$ cat config.mk
export PLATFORM = sky130hd
export DESIGN_NAME = bpa_front
export DESIGN_NICKNAME = d
export VERILOG_FILES = /design/src/design/bpa_pkg.sv /design/src/design/bpa_front.sv
export SDC_FILE = /design/constraint.sdc
export NUM_CORES = 1
export LEC_CHECK = 0
export BUFFER_PORTS_ARGS = -buffer_cell sky130_fd_sc_hd__buf_2
export CAP_MARGIN = 20
export CORE_MARGIN = 2
export CORE_UTILIZATION = 50
export DETAILED_ROUTE_END_ITERATION = 12
export PLACE_DENSITY = 0.7
export SYNTH_ARGS = -nofsm -noshare
export SYNTH_HDL_FRONTEND = slang
export SYNTH_SLANG_ARGS = --single-unit
$ cat constraint.sdc
create_clock -name clk -period 5 [get_ports clk]
set_clock_uncertainty 0.05 [all_clocks]
set_input_delay 0.25 -clock clk [delete_from_list [all_inputs] [get_ports clk]]
set_output_delay 0.25 -clock clk [all_outputs]
set_load 0.05 [all_outputs]
$ cat src/design/bpa_pkg.sv
// bpa_pkg: shared codes for the bitmap page allocator.
// Holds command, status, operation-kind and sequencer state types.
// No dependencies.
package bpa_pkg;

  localparam int unsigned PAGE_W  = 36;
  localparam int unsigned COUNT_W = 16;

  typedef enum logic [1:0] {
    CMD_ALLOC   = 2'd0,
    CMD_FREE    = 2'd1,
    CMD_RESERVE = 2'd2
  } cmd_t;

  typedef enum logic [1:0] {
    ST_OK       = 2'd0,
    ST_NO_SPACE = 2'd1,
    ST_BAD      = 2'd2
  } status_t;

  typedef enum logic [2:0] {
    K_ALLOC,
    K_FREE,
    K_RESV,
    K_BAD,
    K_NOSPACE
  } kind_t;

  typedef enum logic [2:0] {
    S_CLEAR,
    S_IDLE,
    S_SCAN,
    S_DIV,
    S_DIV2,
    S_RMW_RD,
    S_RMW_WR
  } state_t;

endpackage

$ cat src/design/bpa_front.sv
// bpa_front: accepts command beats, checks them against the window and
// holds them in a two-entry queue for the back end. Uses bpa_pkg.
module bpa_front #(
  parameter int unsigned NUM_PAGES = 32768,
  parameter int unsigned PW        = $clog2(NUM_PAGES + 1)
) (
  input  logic                         clk,
  input  logic                         rst_n,
  input  logic                         push,
  output logic                         full,
  input  logic [1:0]                   command,
  input  logic [bpa_pkg::PAGE_W-1:0]   first_page,
  input  logic [bpa_pkg::COUNT_W-1:0]  page_count,
  input  logic [bpa_pkg::PAGE_W-1:0]   base_page,
  input  logic                         hold,
  output logic                         q_valid,
  output bpa_pkg::kind_t               q_kind,
  output logic [PW-1:0]                q_off,
  output logic [bpa_pkg::COUNT_W-1:0]  q_cnt,
  input  logic                         q_pop
);

  bpa_pkg::kind_t                 kind_mem_r [2];
  logic [PW-1:0]                  off_mem_r  [2];
  logic [bpa_pkg::COUNT_W-1:0]    cnt_mem_r  [2];
  logic                           wp_r, wp_nxt, rp_r, rp_nxt;
  logic [1:0]                     fill_r, fill_nxt;
  bpa_pkg::kind_t                 kind_c;
  logic [bpa_pkg::PAGE_W-1:0]     diff_c;
  logic                           acc_c;

  assign full    = (fill_r == 2'd2) || hold;
  assign acc_c   = push && !full;
  assign q_valid = (fill_r != 2'd0);
  assign q_kind  = kind_mem_r[rp_r];
  assign q_off   = off_mem_r[rp_r];
  assign q_cnt   = cnt_mem_r[rp_r];
  assign diff_c  = first_page - base_page;

  // classify the beat: window checks happen here so the back end only executes
  always_comb begin
    kind_c = bpa_pkg::K_BAD;
    if (page_count != '0) begin
      priority if (command == bpa_pkg::CMD_ALLOC) begin
        if (32'(page_count) > 32'(NUM_PAGES)) kind_c = bpa_pkg::K_NOSPACE;
        else kind_c = bpa_pkg::K_ALLOC;
      end else if (command == bpa_pkg::CMD_FREE || command == bpa_pkg::CMD_RESERVE) begin
        if (first_page >= base_page && diff_c < bpa_pkg::PAGE_W'(NUM_PAGES) &&
            32'(page_count) + 32'(diff_c[PW-1:0]) <= 32'(NUM_PAGES)) begin
          kind_c = (command == bpa_pkg::CMD_FREE) ? bpa_pkg::K_FREE : bpa_pkg::K_RESV;
        end
      end else begin
        kind_c = bpa_pkg::K_BAD;
      end
    end
  end

  always_comb begin
    wp_nxt   = wp_r ^ acc_c;
    rp_nxt   = rp_r ^ (q_pop && q_valid);
    fill_nxt = fill_r + {1'b0, acc_c} - {1'b0, q_pop && q_valid};
  end

  always_ff @(posedge clk) begin
    if (!rst_n) begin
      wp_r   <= 1'b0;
      rp_r   <= 1'b0;
      fill_r <= 2'd0;
    end else begin
      wp_r   <= wp_nxt;
      rp_r   <= rp_nxt;
      fill_r <= fill_nxt;
    end
  end

  always_ff @(posedge clk) begin
    if (acc_c) begin
      kind_mem_r[wp_r] <= kind_c;
      off_mem_r[wp_r]  <= diff_c[PW-1:0];
      cnt_mem_r[wp_r]  <= page_count;
    end
  end

  a_fill_max: assert property (@(posedge clk) disable iff (!rst_n) fill_r <= 2'd2)
    else $error("queue fill above two");
  a_no_pop_empty: assert property (@(posedge clk) disable iff (!rst_n)
    (fill_r == 2'd0 && !acc_c) |=> fill_r == 2'd0)
    else $error("queue fill rose without a push");
  a_push_full: assert property (@(posedge clk) disable iff (!rst_n)
    (fill_r == 2'd2 && !(q_pop && q_valid)) |=> fill_r == 2'd2)
    else $error("queue fill changed while full");

endmodule

==> flow_metrics.tcl <==
set metrics [dict create \
    area_delta_synth_final_pct 18.3 \
    drive_gt1_frac 0.262 \
    hold_violations 0 \
    grt.met2_usage 0.410 \
    cp-start-kind "input pin" \
    netlist_instances 625 \
    use_met3 0.0365 \
    synth_top_family_by_area "compound AO/OA/AOI/OAI gates" \
    cp_max_fo 5 \
    met1_usage 0.328 \
    synth_seq_cells 75 \
    synth_xor_area_frac 0.0447 \
    clkLatencyLatePin_ps 330 \
    hold_class "in2reg" \
    start_util 0.509 \
    final_cell_mix "buf_2 (131), edfxtp_1 (70), ha_1 (58), inv_1 (57)" \
    setup_tns_ps 0 \
    dp_hpwl_um 12800 \
    drcViolationCount 0 \
    synth-simple-area-share 0.140 \
    clkTransAtPathRegs_ps 50 \
    io_pins 132 \
    clockBufferDepth 2 \
    drtIter0Drc 343 \
    crit_type "in2reg" \
    numPortBuffers 131 \
    min_period_ps 4370 \
    cts_tree "done" \
    crit_arrival_ps 4380 \
    worst_pin_slew_ps 550 \
    ys_warn_count 0 \
    synth_ff_type "edfxtp_1" \
    finalNonFillerCells 904 \
    setup_viol 0 \
    synth_compound_area_frac 0.206 \
    cellPowerDensity_mw_per_mm2 384 \
    antenna_found_initial 0 \
    drt-wirelength-per-cell_um 17.8 \
    cts_root_buf "clkbuf_16" \
    viasPerCell 5.93 \
    synth_seq_area_share 0.363 \
    synth_edf_count 70 \
    dieArea_mm2 0.0130 \
    yosysUniqueCellTypes 76 \
    place_inst 888 \
    async_flop_share 0 \
    routed_wl_um 16100 \
    nFillCells 1037 \
    grt_pass1_wl_um 25000 \
    grt_usage 0.244 \
    post_cts_buffers 0 \
    drv_slew 0 \
    cts_resized 0 \
    rows 40 \
    hold_buffers 0 \
    irDropWorstVdd_mv 0.168 \
    fmax_ghz 0.229 \
    relSlewSlack 0.630 \
    numCtsBuffers 9 \
    top_usage_layer "met2" \
    synth.mux.area_fraction 0.0718 \
    maxCapViolations 0 \
    core_region_area_mm2 0.0119 \
    via_count 5357 \
    ant_nets 0 \
    syn_nets 780 \
    cp-end-kind "flop" \
    grt-ovfl-total 0 \
    h-tree-depth 3 \
    fin_crit_sh 0.874 \
    first_global_vias 4973 \
    avgSynthCellArea_um2 9.71 \
    clock_sinks 75 \
    seq_area_mm2 0.00220 \
    grt_max_degree 36 \
    die_w_um 114 \
    p_leak_nw 3.10 \
    r2r_slack_ps 3130 \
    multi_input_area_mm2 0.00357 \
    worstPathRequired_ps 5010 \
    num-nets-final 907 \
    status "finished clean" \
    place_congestion 0.905 \
    rsz0062_at_grt "no" \
    diodes 0 \
    die-height_um 114 \
    drtPass1Iterations 5 \
    synthAdderAreaFrac 0.126 \
    final_common_cell "buf_2" \
    synthesis.area_mm2 0.00607 \
]
==> cell families (layout without fill, tap and decap cells) <==
| kind of cell | after synthesis | in the layout |
|---|---|---|
| muxes | 39 | 39 |
| buffers and inverters | 77 | 209 |
| AOI/OAI and AO/OA | 181 | 181 |
| adders and majority gates | 60 | 60 |
| DFF | 75 | 75 |
| and+or+nand+nor | 162 | 162 |
| xor gates and xnor gates | 31 | 31 |
==> power by group <==
| part | switching (mW) | leakage, nW | internal [mW] |
|---|---|---|---|
| registers | 0.0168 | 0.682 | 0.768 |
| clock network | 0.240 | 0.149 | 0.437 |
| logic | 0.848 | 2.27 | 0.443 |
| total | 1.11 | 3.10 | 1.65 |
==> worst paths after layout <==
| kind | endpoint | depth (start not counted) | from |
|---|---|---|---|
| worst min register to register | flop | 2 | rp_r |
| worst max register to register | fill_r[1] | 8 | fill_r[1] |
| worst min-delay path | cnt_mem_r[1][2] | 1 | page_count[2] |
| worst max-delay path | kind_mem_r[1][0] | 18 | base_page[2] |
==> cells in the mapped netlist, types with 13 or more instances <==
cell      instances  share of area
a21o_1           19          0.024
a21oi_1          43          0.035
clkbuf_1         13         0.0080
edfxtp_1         70           0.35
ha_1             58           0.12
inv_1            57          0.035
mux2_2           35          0.065
nand2_1          43          0.027
nand4_1          14          0.014
nor2_1           26          0.016
o21ai_0          24          0.020
xnor2_1          18          0.026
xor2_1           13          0.019
==> worst max-delay path: stages <==
cell	delay (ps)
buf_2	90
inv_1	50
ha_1	360
o211ai_1	100
a21oi_1	320
nor2_1	110
o21ai_0	270
xor2_1	330
ha_1	360
a21o_1	230
a2111o_1	410
a2bb2oi_1	170
a311o_1	390
a21oi_2	150
xnor2_1	90
a2111oi_2	350
and4b_1	260
a21oi_1	90
==> area by class of cell <==
type	count	share of cell area
Multi-Input combinational cell	473	0.498
Sequential cell	75	0.307
Timing Repair Buffer	135	0.0955
Clock buffer	10	0.0319
Inverter	58	0.0303
Tap cell	147	0.0256
Clock inverter	6	0.0124
==> flip-flops by register name (all words and copies together) (netlist names), named ones only <==
register    count
wp_r            1
off_mem_r      32
fill_r          2
rp_r            1
kind_mem_r      6
cnt_mem_r      32
==> per-stage QoR <==
stage | hold slack [ps] | utilization | worst slack (ps) | cell area [um2] | total power, mW
after global placement | 436 | 0.576 | 490 | 6860 | 2.06
after CTS | 95.9 | 0.603 | 647 | 7180 | 2.76
after global routing | 102 | 0.603 | 281 | 7180 | 2.89
after detailed placement | 440 | 0.576 | 325 | 6860 | 2.08
final | 107 | 0.603 | 630 | 7180 | 2.75
after floorplan | 299 | - | 903 | 6070 | 1.77
==> per-layer routing <==
metal | vias up | share of wire
met5 | - | 0
met4 | 0 | 0.018
met3 | 19 | 0.061
met2 | 196 | 0.47
met1 | 2511 | 0.45
li1 | 2631 | -
No activity file was read; power rests on OpenSTA's default activity.
